===== src/rtl/llsm_pkg.sv =====
// Shared types and constants for the linked list slot manager.
// No dependencies; every other file except llsm_ram refers to it by scoped names.
package llsm_pkg;

  localparam int SLOTS = 64;
  localparam int IDX_W = 6;
  localparam int POS_W = 7;
  localparam int VAL_W = 32;
  localparam int CNT_W = 7;
  localparam logic [POS_W-1:0] POS_NONE = 7'h7F;

  typedef enum logic [2:0] {
    FN_APPEND, FN_PREPEND, FN_INSERT, FN_REMOVE, FN_SEARCH, FN_GET, FN_SET, FN_UNUSED
  } func_t;

  typedef enum logic [1:0] {
    ST_OK, ST_BAD_POS, ST_FULL, ST_NOT_FOUND
  } status_t;

  typedef enum logic [3:0] {
    OP_NONE, OP_LOAD, OP_FAIL, OP_TAKE_RD, OP_TAKE, OP_APP_START, OP_APP_WALK,
    OP_INS_W1, OP_INS_W2, OP_RM_RD, OP_RM_LATCH, OP_RM_WALK, OP_RM_FIX,
    OP_RM_FREE, OP_SR_START, OP_SR_STEP
  } dp_op_t;

  typedef enum logic [3:0] {
    S_IDLE, S_DISPATCH, S_TAKE, S_APP_START, S_APP_WALK, S_INS_W1, S_INS_W2,
    S_RM_LATCH, S_RM_WALK, S_RM_FIX, S_RM_FREE, S_SR_STEP, S_GET, S_DONE
  } ctl_state_t;

  typedef struct packed {
    dp_op_t  op;
    status_t code;
    logic    get_final;
  } dp_cmd_t;

  typedef struct packed {
    func_t func;
    logic  pos_ok;
    logic  free_ok;
    logic  head_ok;
    logic  app_more;
    logic  rm_more;
    logic  sr_more;
    logic  hit;
  } dp_stat_t;

endpackage


===== src/rtl/llsm_req_if.sv =====
// Request channel: valid/ready handshake with the request fields.
// Depends on llsm_pkg for widths.
interface llsm_req_if;
  logic                             valid;
  logic                             ready;
  logic [2:0]                       func;
  logic signed [llsm_pkg::POS_W-1:0] position;
  logic [llsm_pkg::VAL_W-1:0]       value;
  modport source (output valid, func, position, value, input ready);
  modport sink (input valid, func, position, value, output ready);
endinterface


===== src/rtl/llsm_rsp_if.sv =====
// Response channel: valid/ready handshake with the result fields.
// Depends on llsm_pkg for widths.
interface llsm_rsp_if;
  logic                              valid;
  logic                              ready;
  logic [1:0]                        status;
  logic signed [llsm_pkg::POS_W-1:0] out_position;
  logic [llsm_pkg::VAL_W-1:0]        out_value;
  logic [llsm_pkg::CNT_W-1:0]        list_size;
  modport source (output valid, status, out_position, out_value, list_size, input ready);
  modport sink (input valid, status, out_position, out_value, list_size, output ready);
endinterface


===== src/rtl/llsm_ram.sv =====
// Generic simple dual-port RAM, one write and one registered read port.
// No dependencies.
module llsm_ram #(
  parameter int WIDTH = 8,
  parameter int DEPTH = 64
) (
  input  logic                     clk,
  input  logic                     we,
  input  logic [$clog2(DEPTH)-1:0] waddr,
  input  logic [WIDTH-1:0]         wdata,
  input  logic                     re,
  input  logic [$clog2(DEPTH)-1:0] raddr,
  output logic [WIDTH-1:0]         rdata
);

  logic [WIDTH-1:0] mem [DEPTH];

  always_ff @(posedge clk) begin
    if (we) begin
      mem[waddr] <= wdata;
    end
    if (re) begin
      rdata <= mem[raddr];
    end
  end

endmodule


===== src/rtl/llsm_datapath.sv =====
// Datapath: head and free pointers, occupancy, link and value RAMs, walk and result registers.
// Depends on llsm_pkg and llsm_ram; driven by llsm_ctrl through dp_cmd_t.
module llsm_datapath (
  input  logic                                clk,
  input  logic                                rst,
  input  llsm_pkg::dp_cmd_t                   cmd,
  input  logic [2:0]                          func,
  input  logic [llsm_pkg::POS_W-1:0]          position,
  input  logic [llsm_pkg::VAL_W-1:0]          value,
  output llsm_pkg::dp_stat_t                  stat,
  output logic [1:0]                          status,
  output logic [llsm_pkg::POS_W-1:0]          out_position,
  output logic [llsm_pkg::VAL_W-1:0]          out_value,
  output logic [llsm_pkg::CNT_W-1:0]          list_size
);

  llsm_pkg::func_t                 req_func;
  logic [llsm_pkg::POS_W-1:0]      req_pos;
  logic [llsm_pkg::VAL_W-1:0]      req_val;
  logic [llsm_pkg::POS_W-1:0]      list_head;
  logic [llsm_pkg::POS_W-1:0]      free_head;
  logic [llsm_pkg::POS_W-1:0]      cur;
  logic [llsm_pkg::POS_W-1:0]      prev;
  logic [llsm_pkg::POS_W-1:0]      succ;
  logic [llsm_pkg::POS_W-1:0]      s_slot;
  logic [llsm_pkg::CNT_W-1:0]      count;
  logic [llsm_pkg::CNT_W-1:0]      n;
  logic                            use_rd;
  logic [llsm_pkg::SLOTS-1:0]      in_use;
  logic [llsm_pkg::SLOTS-1:0]      lvld;
  logic                            lvld_q;
  logic [llsm_pkg::POS_W-1:0]      ldef_q;
  llsm_pkg::status_t               res_status;
  logic [llsm_pkg::POS_W-1:0]      res_pos;
  logic [llsm_pkg::VAL_W-1:0]      res_val;

  logic                            l_we;
  logic [llsm_pkg::IDX_W-1:0]      l_waddr;
  logic [llsm_pkg::POS_W-1:0]      l_wdata;
  logic [llsm_pkg::POS_W-1:0]      l_rdata;
  logic                            v_we;
  logic [llsm_pkg::IDX_W-1:0]      v_waddr;
  logic [llsm_pkg::VAL_W-1:0]      v_wdata;
  logic [llsm_pkg::VAL_W-1:0]      v_rdata;
  logic                            l_re;
  logic                            v_re;
  logic [llsm_pkg::IDX_W-1:0]      rd_addr;
  logic [llsm_pkg::POS_W-1:0]      rd_link;
  logic [llsm_pkg::POS_W-1:0]      cur_w;

  assign rd_link = lvld_q ? l_rdata : ldef_q;
  assign cur_w   = use_rd ? rd_link : cur;

  always_comb begin
    stat.func     = req_func;
    stat.pos_ok   = !req_pos[llsm_pkg::POS_W-1] && in_use[req_pos[llsm_pkg::IDX_W-1:0]];
    stat.free_ok  = !free_head[llsm_pkg::POS_W-1];
    stat.head_ok  = !list_head[llsm_pkg::POS_W-1];
    stat.app_more = (n < llsm_pkg::CNT_W'(llsm_pkg::SLOTS)) && !rd_link[llsm_pkg::POS_W-1];
    stat.rm_more  = (n < llsm_pkg::CNT_W'(llsm_pkg::SLOTS)) && !cur_w[llsm_pkg::POS_W-1]
                    && (cur_w != req_pos);
    stat.sr_more  = (n < llsm_pkg::CNT_W'(llsm_pkg::SLOTS - 1)) && !rd_link[llsm_pkg::POS_W-1];
    stat.hit      = (v_rdata == req_val);
  end

  always_comb begin
    l_we    = 1'b0;
    l_waddr = '0;
    l_wdata = '0;
    v_we    = 1'b0;
    v_waddr = req_pos[llsm_pkg::IDX_W-1:0];
    v_wdata = req_val;
    l_re    = 1'b0;
    v_re    = 1'b0;
    rd_addr = req_pos[llsm_pkg::IDX_W-1:0];
    case (cmd.op)
      llsm_pkg::OP_TAKE_RD: begin
        l_re    = 1'b1;
        rd_addr = free_head[llsm_pkg::IDX_W-1:0];
      end
      llsm_pkg::OP_TAKE: begin
        v_we    = 1'b1;
        v_waddr = free_head[llsm_pkg::IDX_W-1:0];
        l_waddr = free_head[llsm_pkg::IDX_W-1:0];
        if (req_func == llsm_pkg::FN_PREPEND) begin
          l_we    = 1'b1;
          l_wdata = list_head;
        end else if (req_func == llsm_pkg::FN_APPEND) begin
          l_we    = 1'b1;
          l_wdata = llsm_pkg::POS_NONE;
        end else begin
          l_re = 1'b1;
        end
      end
      llsm_pkg::OP_APP_START: begin
        l_re    = 1'b1;
        rd_addr = list_head[llsm_pkg::IDX_W-1:0];
      end
      llsm_pkg::OP_APP_WALK: begin
        if (stat.app_more) begin
          l_re    = 1'b1;
          rd_addr = rd_link[llsm_pkg::IDX_W-1:0];
        end else begin
          l_we    = 1'b1;
          l_waddr = cur[llsm_pkg::IDX_W-1:0];
          l_wdata = s_slot;
        end
      end
      llsm_pkg::OP_INS_W1: begin
        l_we    = 1'b1;
        l_waddr = s_slot[llsm_pkg::IDX_W-1:0];
        l_wdata = rd_link;
      end
      llsm_pkg::OP_INS_W2: begin
        l_we    = 1'b1;
        l_waddr = req_pos[llsm_pkg::IDX_W-1:0];
        l_wdata = s_slot;
      end
      llsm_pkg::OP_RM_RD: begin
        l_re = 1'b1;
        v_re = 1'b1;
      end
      llsm_pkg::OP_RM_WALK: begin
        l_re    = stat.rm_more;
        rd_addr = cur_w[llsm_pkg::IDX_W-1:0];
      end
      llsm_pkg::OP_RM_FIX: begin
        l_we    = (prev != llsm_pkg::POS_NONE);
        l_waddr = prev[llsm_pkg::IDX_W-1:0];
        l_wdata = succ;
      end
      llsm_pkg::OP_RM_FREE: begin
        l_we    = 1'b1;
        l_waddr = req_pos[llsm_pkg::IDX_W-1:0];
        l_wdata = free_head;
      end
      llsm_pkg::OP_SR_START: begin
        l_re    = 1'b1;
        v_re    = 1'b1;
        rd_addr = list_head[llsm_pkg::IDX_W-1:0];
      end
      llsm_pkg::OP_SR_STEP: begin
        l_re    = !stat.hit && stat.sr_more;
        v_re    = !stat.hit && stat.sr_more;
        rd_addr = rd_link[llsm_pkg::IDX_W-1:0];
      end
      default: begin
        if (cmd.get_final) begin
          v_we = (req_func == llsm_pkg::FN_SET);
        end else if (cmd.op == llsm_pkg::OP_NONE && req_func != llsm_pkg::FN_UNUSED) begin
          v_re = 1'b0;
        end
      end
    endcase
    if (cmd.op == llsm_pkg::OP_FAIL && cmd.get_final) begin
      v_re = 1'b1;
    end
  end

  llsm_ram #(.WIDTH(llsm_pkg::POS_W), .DEPTH(llsm_pkg::SLOTS)) u_links (
    .clk(clk), .we(l_we), .waddr(l_waddr), .wdata(l_wdata),
    .re(l_re), .raddr(rd_addr), .rdata(l_rdata)
  );

  llsm_ram #(.WIDTH(llsm_pkg::VAL_W), .DEPTH(llsm_pkg::SLOTS)) u_values (
    .clk(clk), .we(v_we), .waddr(v_waddr), .wdata(v_wdata),
    .re(v_re), .raddr(rd_addr), .rdata(v_rdata)
  );

  always_ff @(posedge clk) begin
    if (rst) begin
      list_head <= llsm_pkg::POS_NONE;
      free_head <= '0;
      count     <= '0;
      in_use    <= '0;
      lvld      <= '0;
      use_rd    <= 1'b0;
    end else begin
      if (l_we) begin
        lvld[l_waddr] <= 1'b1;
      end
      case (cmd.op)
        llsm_pkg::OP_TAKE: begin
          free_head <= rd_link[llsm_pkg::POS_W-1] ? llsm_pkg::POS_NONE : rd_link;
          in_use[free_head[llsm_pkg::IDX_W-1:0]] <= 1'b1;
          count <= count + 1'b1;
          if (req_func == llsm_pkg::FN_PREPEND ||
              (req_func == llsm_pkg::FN_APPEND && !stat.head_ok)) begin
            list_head <= free_head;
          end
        end
        llsm_pkg::OP_RM_LATCH: use_rd <= 1'b0;
        llsm_pkg::OP_RM_WALK: begin
          if (stat.rm_more) begin
            use_rd <= 1'b1;
          end
        end
        llsm_pkg::OP_RM_FIX: begin
          if (prev == llsm_pkg::POS_NONE) begin
            list_head <= succ;
          end
        end
        llsm_pkg::OP_RM_FREE: begin
          free_head <= req_pos;
          in_use[req_pos[llsm_pkg::IDX_W-1:0]] <= 1'b0;
          if (count != '0) begin
            count <= count - 1'b1;
          end
        end
        default: ;
      endcase
    end
  end

  always_ff @(posedge clk) begin
    if (l_re) begin
      lvld_q <= lvld[rd_addr];
      ldef_q <= (rd_addr == llsm_pkg::IDX_W'(llsm_pkg::SLOTS - 1)) ? llsm_pkg::POS_NONE
                : {1'b0, rd_addr} + 1'b1;
    end
    case (cmd.op)
      llsm_pkg::OP_LOAD: begin
        req_func <= llsm_pkg::func_t'(func);
        req_pos  <= position;
        req_val  <= value;
        n        <= '0;
      end
      llsm_pkg::OP_FAIL: begin
        if (cmd.get_final) begin
          res_status <= llsm_pkg::ST_OK;
          res_pos    <= req_pos;
          res_val    <= v_rdata;
        end else begin
          res_status <= cmd.code;
          res_pos    <= llsm_pkg::POS_NONE;
          res_val    <= '0;
        end
      end
      llsm_pkg::OP_TAKE: begin
        s_slot     <= free_head;
        res_status <= llsm_pkg::ST_OK;
        res_pos    <= free_head;
        res_val    <= '0;
      end
      llsm_pkg::OP_APP_START: begin
        cur <= list_head;
        n   <= '0;
      end
      llsm_pkg::OP_APP_WALK: begin
        if (stat.app_more) begin
          cur <= rd_link;
          n   <= n + 1'b1;
        end
      end
      llsm_pkg::OP_RM_LATCH: begin
        res_val <= v_rdata;
        succ    <= rd_link[llsm_pkg::POS_W-1] ? llsm_pkg::POS_NONE : rd_link;
        prev    <= llsm_pkg::POS_NONE;
        cur     <= list_head;
        n       <= '0;
      end
      llsm_pkg::OP_RM_WALK: begin
        if (stat.rm_more) begin
          prev <= cur_w;
          n    <= n + 1'b1;
        end
      end
      llsm_pkg::OP_RM_FREE: begin
        res_status <= llsm_pkg::ST_OK;
        res_pos    <= succ;
      end
      llsm_pkg::OP_SR_START: begin
        cur <= list_head;
        n   <= '0;
      end
      llsm_pkg::OP_SR_STEP: begin
        if (stat.hit) begin
          res_status <= llsm_pkg::ST_OK;
          res_pos    <= cur;
          res_val    <= req_val;
        end else if (stat.sr_more) begin
          cur <= rd_link;
          n   <= n + 1'b1;
        end else begin
          res_status <= llsm_pkg::ST_NOT_FOUND;
          res_pos    <= llsm_pkg::POS_NONE;
          res_val    <= '0;
        end
      end
      default: ;
    endcase
  end

  assign status       = res_status;
  assign out_position = res_pos;
  assign out_value    = res_val;
  assign list_size    = count;

`ifndef ASSERT_OFF
  a_count_matches_use: assert property (@(posedge clk) disable iff (rst)
    $countones(in_use) == 32'(count))
    else $error("element count disagrees with occupancy");
  a_take_has_free: assert property (@(posedge clk) disable iff (rst)
    cmd.op == llsm_pkg::OP_TAKE |-> stat.free_ok)
    else $error("slot taken from empty free list");
  a_free_in_use: assert property (@(posedge clk) disable iff (rst)
    cmd.op == llsm_pkg::OP_RM_FREE |-> in_use[req_pos[llsm_pkg::IDX_W-1:0]])
    else $error("freeing a slot not in use");
  a_take_marks_use: assert property (@(posedge clk) disable iff (rst)
    cmd.op == llsm_pkg::OP_TAKE |=> in_use[s_slot[llsm_pkg::IDX_W-1:0]])
    else $error("taken slot not marked in use");
`endif

endmodule


===== src/rtl/llsm_ctrl.sv =====
// Controller state machine: sequences each request through datapath commands.
// Depends on llsm_pkg; talks to llsm_datapath through dp_cmd_t and dp_stat_t.
module llsm_ctrl (
  input  logic               clk,
  input  logic               rst,
  input  logic               in_valid,
  output logic               in_ready,
  output logic               out_valid,
  input  logic               out_ready,
  input  llsm_pkg::dp_stat_t stat,
  output llsm_pkg::dp_cmd_t  cmd
);

  llsm_pkg::ctl_state_t state;
  llsm_pkg::ctl_state_t state_next;

  always_ff @(posedge clk) begin
    if (rst) begin
      state <= llsm_pkg::S_IDLE;
    end else begin
      state <= state_next;
    end
  end

  always_comb begin
    state_next    = state;
    cmd.op        = llsm_pkg::OP_NONE;
    cmd.code      = llsm_pkg::ST_BAD_POS;
    cmd.get_final = 1'b0;
    in_ready      = 1'b0;
    out_valid     = 1'b0;
    case (state)
      llsm_pkg::S_IDLE: begin
        in_ready = 1'b1;
        if (in_valid) begin
          cmd.op     = llsm_pkg::OP_LOAD;
          state_next = llsm_pkg::S_DISPATCH;
        end
      end
      llsm_pkg::S_DISPATCH: begin
        state_next = llsm_pkg::S_DONE;
        cmd.op     = llsm_pkg::OP_FAIL;
        case (stat.func)
          llsm_pkg::FN_APPEND, llsm_pkg::FN_PREPEND: begin
            cmd.code = llsm_pkg::ST_FULL;
            if (stat.free_ok) begin
              cmd.op     = llsm_pkg::OP_TAKE_RD;
              state_next = llsm_pkg::S_TAKE;
            end
          end
          llsm_pkg::FN_INSERT: begin
            if (stat.pos_ok) begin
              cmd.code = llsm_pkg::ST_FULL;
              if (stat.free_ok) begin
                cmd.op     = llsm_pkg::OP_TAKE_RD;
                state_next = llsm_pkg::S_TAKE;
              end
            end
          end
          llsm_pkg::FN_REMOVE: begin
            if (stat.pos_ok) begin
              cmd.op     = llsm_pkg::OP_RM_RD;
              state_next = llsm_pkg::S_RM_LATCH;
            end
          end
          llsm_pkg::FN_SEARCH: begin
            cmd.code = llsm_pkg::ST_NOT_FOUND;
            if (stat.head_ok) begin
              cmd.op     = llsm_pkg::OP_SR_START;
              state_next = llsm_pkg::S_SR_STEP;
            end
          end
          llsm_pkg::FN_GET, llsm_pkg::FN_SET: begin
            if (stat.pos_ok) begin
              cmd.op     = llsm_pkg::OP_RM_RD;
              state_next = llsm_pkg::S_GET;
            end
          end
          default: ;
        endcase
      end
      llsm_pkg::S_TAKE: begin
        cmd.op = llsm_pkg::OP_TAKE;
        case (stat.func)
          llsm_pkg::FN_APPEND:
            state_next = stat.head_ok ? llsm_pkg::S_APP_START : llsm_pkg::S_DONE;
          llsm_pkg::FN_INSERT: state_next = llsm_pkg::S_INS_W1;
          default: state_next = llsm_pkg::S_DONE;
        endcase
      end
      llsm_pkg::S_APP_START: begin
        cmd.op     = llsm_pkg::OP_APP_START;
        state_next = llsm_pkg::S_APP_WALK;
      end
      llsm_pkg::S_APP_WALK: begin
        cmd.op = llsm_pkg::OP_APP_WALK;
        if (!stat.app_more) begin
          state_next = llsm_pkg::S_DONE;
        end
      end
      llsm_pkg::S_INS_W1: begin
        cmd.op     = llsm_pkg::OP_INS_W1;
        state_next = llsm_pkg::S_INS_W2;
      end
      llsm_pkg::S_INS_W2: begin
        cmd.op     = llsm_pkg::OP_INS_W2;
        state_next = llsm_pkg::S_DONE;
      end
      llsm_pkg::S_RM_LATCH: begin
        cmd.op     = llsm_pkg::OP_RM_LATCH;
        state_next = llsm_pkg::S_RM_WALK;
      end
      llsm_pkg::S_RM_WALK: begin
        cmd.op = llsm_pkg::OP_RM_WALK;
        if (!stat.rm_more) begin
          state_next = llsm_pkg::S_RM_FIX;
        end
      end
      llsm_pkg::S_RM_FIX: begin
        cmd.op     = llsm_pkg::OP_RM_FIX;
        state_next = llsm_pkg::S_RM_FREE;
      end
      llsm_pkg::S_RM_FREE: begin
        cmd.op     = llsm_pkg::OP_RM_FREE;
        state_next = llsm_pkg::S_DONE;
      end
      llsm_pkg::S_SR_STEP: begin
        cmd.op = llsm_pkg::OP_SR_STEP;
        if (stat.hit || !stat.sr_more) begin
          state_next = llsm_pkg::S_DONE;
        end
      end
      llsm_pkg::S_GET: begin
        cmd.op        = llsm_pkg::OP_FAIL;
        cmd.get_final = 1'b1;
        state_next    = llsm_pkg::S_DONE;
      end
      llsm_pkg::S_DONE: begin
        out_valid = 1'b1;
        if (out_ready) begin
          state_next = llsm_pkg::S_IDLE;
        end
      end
      default: state_next = llsm_pkg::S_IDLE;
    endcase
  end

endmodule


===== src/rtl/linked_list_slot_manager_top.sv =====
// Top level of the linked list slot manager: controller plus datapath.
// Depends on llsm_pkg, llsm_req_if, llsm_rsp_if, llsm_ctrl and llsm_datapath.
//
//   channel | dir | payload
//   req     | in  | func, position, value
//   rsp     | out | status, out_position, out_value, list_size
//
// One request at a time: accept, work, hold the response until taken.
// Append, remove and search walk the link RAM, one slot read per cycle,
// bounded by the single read port of the link RAM.
// Reset is synchronous and active high; no clearing pass, links default by valid bits.
// A stalled response holds its beat; no new request is accepted meanwhile.
module linked_list_slot_manager_top (
  input logic         clk,
  input logic         rst,
  llsm_req_if.sink    req,
  llsm_rsp_if.source  rsp
);

  llsm_pkg::dp_cmd_t  cmd;
  llsm_pkg::dp_stat_t stat;

  llsm_ctrl u_ctrl (
    .clk(clk), .rst(rst),
    .in_valid(req.valid), .in_ready(req.ready),
    .out_valid(rsp.valid), .out_ready(rsp.ready),
    .stat(stat), .cmd(cmd)
  );

  llsm_datapath u_dp (
    .clk(clk), .rst(rst), .cmd(cmd),
    .func(req.func), .position(req.position), .value(req.value),
    .stat(stat),
    .status(rsp.status), .out_position(rsp.out_position),
    .out_value(rsp.out_value), .list_size(rsp.list_size)
  );

endmodule

===== src/flat_wrapper.sv =====
// flat-port wrapper written by rule: the top's interface ports become plain ports
module linked_list_slot_manager_top_flat 
  (clk, rst, req_valid, req_func, req_position, req_value, req_ready, rsp_valid, rsp_status, rsp_out_position, rsp_out_value, rsp_list_size, rsp_ready);
  llsm_req_if req_i ();
  llsm_rsp_if rsp_i ();
  input logic clk;
  input logic rst;
  input wire logic [$bits(req_i.valid)-1:0] req_valid;
  input wire logic [$bits(req_i.func)-1:0] req_func;
  input wire logic [$bits(req_i.position)-1:0] req_position;
  input wire logic [$bits(req_i.value)-1:0] req_value;
  output wire logic [$bits(req_i.ready)-1:0] req_ready;
  output wire logic [$bits(rsp_i.valid)-1:0] rsp_valid;
  output wire logic [$bits(rsp_i.status)-1:0] rsp_status;
  output wire logic [$bits(rsp_i.out_position)-1:0] rsp_out_position;
  output wire logic [$bits(rsp_i.out_value)-1:0] rsp_out_value;
  output wire logic [$bits(rsp_i.list_size)-1:0] rsp_list_size;
  input wire logic [$bits(rsp_i.ready)-1:0] rsp_ready;
  assign req_i.valid = req_valid;
  assign req_i.func = req_func;
  assign req_i.position = req_position;
  assign req_i.value = req_value;
  assign req_ready = req_i.ready;
  assign rsp_valid = rsp_i.valid;
  assign rsp_status = rsp_i.status;
  assign rsp_out_position = rsp_i.out_position;
  assign rsp_out_value = rsp_i.out_value;
  assign rsp_list_size = rsp_i.list_size;
  assign rsp_i.ready = rsp_ready;
  linked_list_slot_manager_top u_core (.clk(clk), .rst(rst), .req(req_i), .rsp(rsp_i));
endmodule

===== config.mk =====
export PLATFORM = sky130hd
export DESIGN_NAME = linked_list_slot_manager_top_flat
export DESIGN_NICKNAME = d
export VERILOG_FILES = /design/src/rtl/llsm_pkg.sv /design/src/rtl/llsm_req_if.sv /design/src/rtl/llsm_rsp_if.sv /design/src/rtl/llsm_ram.sv /design/src/rtl/llsm_datapath.sv /design/src/rtl/llsm_ctrl.sv /design/src/rtl/linked_list_slot_manager_top.sv /design/src/flat_wrapper.sv
export SDC_FILE = /design/constraint.sdc
export NUM_CORES = 2
export LEC_CHECK = 0
export BUFFER_PORTS_ARGS = -buffer_cell sky130_fd_sc_hd__buf_2
export CORE_ASPECT_RATIO = 1.4
export CORE_MARGIN = 2
export CORE_UTILIZATION = 25
export CTS_CLUSTER_DIAMETER = 200
export DETAILED_ROUTE_END_ITERATION = 12
export PLACE_DENSITY_LB_ADDON = 0.15
export SLEW_MARGIN = 20
export SYNTH_ARGS = -nofsm -noshare
export SYNTH_HDL_FRONTEND = slang
export SYNTH_HIERARCHICAL = 1
export SYNTH_SLANG_ARGS = --single-unit

===== constraint.sdc =====
create_clock -name clk -period 9.9 [get_ports clk]
set_input_delay 0.99 -clock clk [delete_from_list [all_inputs] [get_ports clk]]
set_output_delay 0.99 -clock clk [all_outputs]
set_load 0.05 [all_outputs]

==> results_dict.tcl <==
set metrics [dict create \
    initial_utilization_pct 25.1 \
    drive_gt1_share_pct 25.9 \
    fp.dieW_um 566 \
    cts_hold_buf 0 \
    max_freq_ghz 0.114 \
    cp_max_fo 36 \
    clock_path_buffers 4 \
    hold_violations 0 \
    grtUsageTotal_pct 16.2 \
    firstDrtPassIters 5 \
    end_kind "flip-flop" \
    cts_inserted_buffers 305 \
    dieArea_um2 447000 \
    coreArea_um2 440000 \
    die_h_um 790 \
    drt_iter0_drc 5356 \
    fin_area_um2 130000 \
    synth_nets 5708 \
    rsz0062_at_grt "false" \
    clock-sinks 2815 \
    synth_edf_count 2661 \
    hpwl_um 227000 \
    drc_errors 0 \
    syn_avg_cell_area_um2 19.5 \
    synth_cell_types 85 \
    ys_seq_elements 2815 \
    max_slew_margin_pct 22.4 \
    syn_to_final_growth_pct 17.4 \
    post_cts_buffers 0 \
    syn-instance-count 5654 \
    ant_nets 0 \
    port_buffers 95 \
    synthMuxAreaShare_pct 15.0 \
    wl_per_cell_um 30.5 \
    cts_tree "built" \
    ys_top_cells_by_area "edfxtp_1, mux4_2, dfxtp_1" \
    synth_top_family_by_area "multiplexers" \
    antenna_found_initial 27 \
    synth_compound_area_share_pct 4.13 \
    worst_hold_path_type "in -> reg" \
    synth_flop_cell "edfxtp_1" \
    cp-startpoint "u_core/u_dp/req_pos[2]$_DFFE_PN_" \
    clk_latency_ns 0.97 \
    first_global_vias 60700 \
    grt_max_degree 80 \
    r2r_start "u_core/u_dp/req_pos[2]$_DFFE_PN_" \
    grt_overflow 0 \
    netlist_area_um2 110000 \
    placed_area_um2 120000 \
    setup_tns_ns 0 \
    fin_skew_ns 0.0848 \
    synth_warnings 6 \
    n_fill_cell 43100 \
    cap_violations 0 \
    multi_input_area_um2 26400 \
    worstSetupPathType "reg -> reg" \
    final_common_cell "edfxtp_1" \
    ys_seq_area_share_pct 75.2 \
    worstPathRequired_ns 10.56 \
    pin_count 96 \
    grt_pass1_wl_um 508000 \
    finalNetCount 6068 \
    cp.arrival_ns 9.43 \
    hp-start "req_position[5]" \
    cts-root-buf "clkbuf_16" \
    slew_viol_final 0 \
    clkSlewWorstSetupHoldPaths_ns 0.07 \
    seq_area_um2 83000 \
    synthSimpleGateAreaFrac_pct 3.67 \
    final_util_pct 29.5 \
    drt-total-wl_um 369000 \
    start_kind "flip-flop" \
    yosysTopAreaCell "edfxtp_1" \
    synth-async-reset-ratio_pct 0 \
    h-tree-depth 5 \
    most-common-layout-cells "edfxtp_1, mux4_2, clkbuf_16" \
    status "complete, no violations" \
    vias_per_cell 4.78 \
    synth_top_cell_area_share_pct 72.4 \
    worst_slew_pin_slew_ns 1.16 \
    timing.final.crit_share_pct 88.6 \
    synthAdderAreaFrac_pct 0.107 \
    routed-via-count 57900 \
    synth_xor_area_share_pct 0.413 \
    cts_resized 0 \
    gp_congestion 0.838 \
    setup_viol 0 \
    num_rows 288 \
    period_minus_slack_ns 8.77 \
]
==> critical path: stages (launching register included) <==
cell	delay, ns
edfxtp_1	0.65
clkinv_1	0.39
nor3_1	0.27
buf_4	0.21
a22o_1	0.16
a221oi_1	0.05
a311o_1	0.35
a21oi_1	0.13
a211oi_1	0.08
nor2_1	0.27
nor2b_1	0.25
nand2_1	0.08
o21ai_0	0.11
a211oi_1	0.11
o31ai_2	0.73
and3b_1	0.27
o21ai_1	0.35
o221ai_1	0.27
a211oi_4	0.83
inv_8	0.34
buf_4	0.41
buf_4	0.38
mux4_2	0.34
mux2i_1	0.17
nor2_1	0.11
o32ai_1	1.00
nor3_1	0.08
==> cells by family after synthesis <==
logic type                 count (synthesis)
DFF                                     2815
and+or+nand+nor                          877
muxes                                    830
AOI/OAI and AO/OA                        706
buffers and inverters                    365
xor gates and xnor gates                  52
adders and majority gates                  9
==> layout make-up <==
| cell class | instances | share of cell area (%) |
|---|---|---|
| diodes | 45 | 0.0869 |
| clock buffers | 357 | 6.09 |
| multi-input cells | 2474 | 20.4 |
| well taps | 5800 | 5.60 |
| inverters | 45 | 0.154 |
| flip-flops and latches | 2815 | 64.0 |
| clock inverters | 202 | 1.38 |
| repair buffers | 373 | 2.29 |
==> metrics by stage <==
step | setup slack, ns | std cells | hold WS (ns)
2_1_floorplan | 2.49 | 5654 | 0.406
3_3_place_gp | 0.957 | 11500 | 0.445
3_5_place_dp | 1.07 | 11500 | 0.453
4_1_cts | 0.992 | 12100 | 0.128
5_1_grt | 0.513 | 12100 | 0.181
6_report | 1.13 | 12100 | 0.215
==> worst paths after layout <==
path	slack (ns)	cells after the start	end
max	1.13	26	u_core/u_dp/u_values/rdata[8]$_DFFE_PP_
min	0.21	1	u_core/u_dp/req_pos[5]$_DFFE_PN_
max reg2reg	1.13	26	u_core/u_dp/u_values/rdata[8]$_DFFE_PP_
min reg2reg	0.46	2	u_core/u_dp/lvld[31]$_SDFFE_PP0P_
==> synth_stat cells (all sizes together), types with 5 or more instances <==
cell type     n
and2          6
or3b         11
o221ai       39
clkbuf      161
o21ai       111
o2111ai       7
mux2i       164
a221oi       18
nor4         12
xnor2        44
a21o         10
nand3b       23
nand3        52
a21oi       229
a222oi        6
mux4        656
and3         11
nand2       203
and3b         5
ha            7
inv          43
o22ai       105
o31ai        12
o211ai        8
o32ai         5
or3          14
a31oi         7
dfxtp       154
xor2          8
nand2b       33
nor2b        30
buf         159
a41o          5
nor2        370
nand4        27
a22oi        59
a211oi       14
mux2         10
a311oi        8
nor3         52
or2          13
a22o         41
edfxtp     2661
==> per-layer routing <==
metal	vias to the layer above	global-route usage (%)	share of wire [%]
li1	24100	-	-
met1	31700	18.8	38
met2	1594	30.2	54
met3	502	1.87	3.9
met4	2	6.56	4.4
met5	-	0	0.0052
==> sequential cells by signal (all words and copies together) (netlist names), 32 cells and up <==
| name | count |
|---|---|
| u_core/u_dp/u_values/mem | 2048 |
| u_core/u_dp/lvld | 64 |
| u_core/u_dp/u_values/rdata | 32 |
| u_core/u_dp/in_use | 64 |
| u_core/u_dp/u_links/mem | 448 |
| u_core/u_dp/out_value | 32 |
| u_core/u_dp/req_val | 32 |
Power is not shown: default switching activity piles up to over one toggle a cycle in this logic, so the estimate is an artifact.
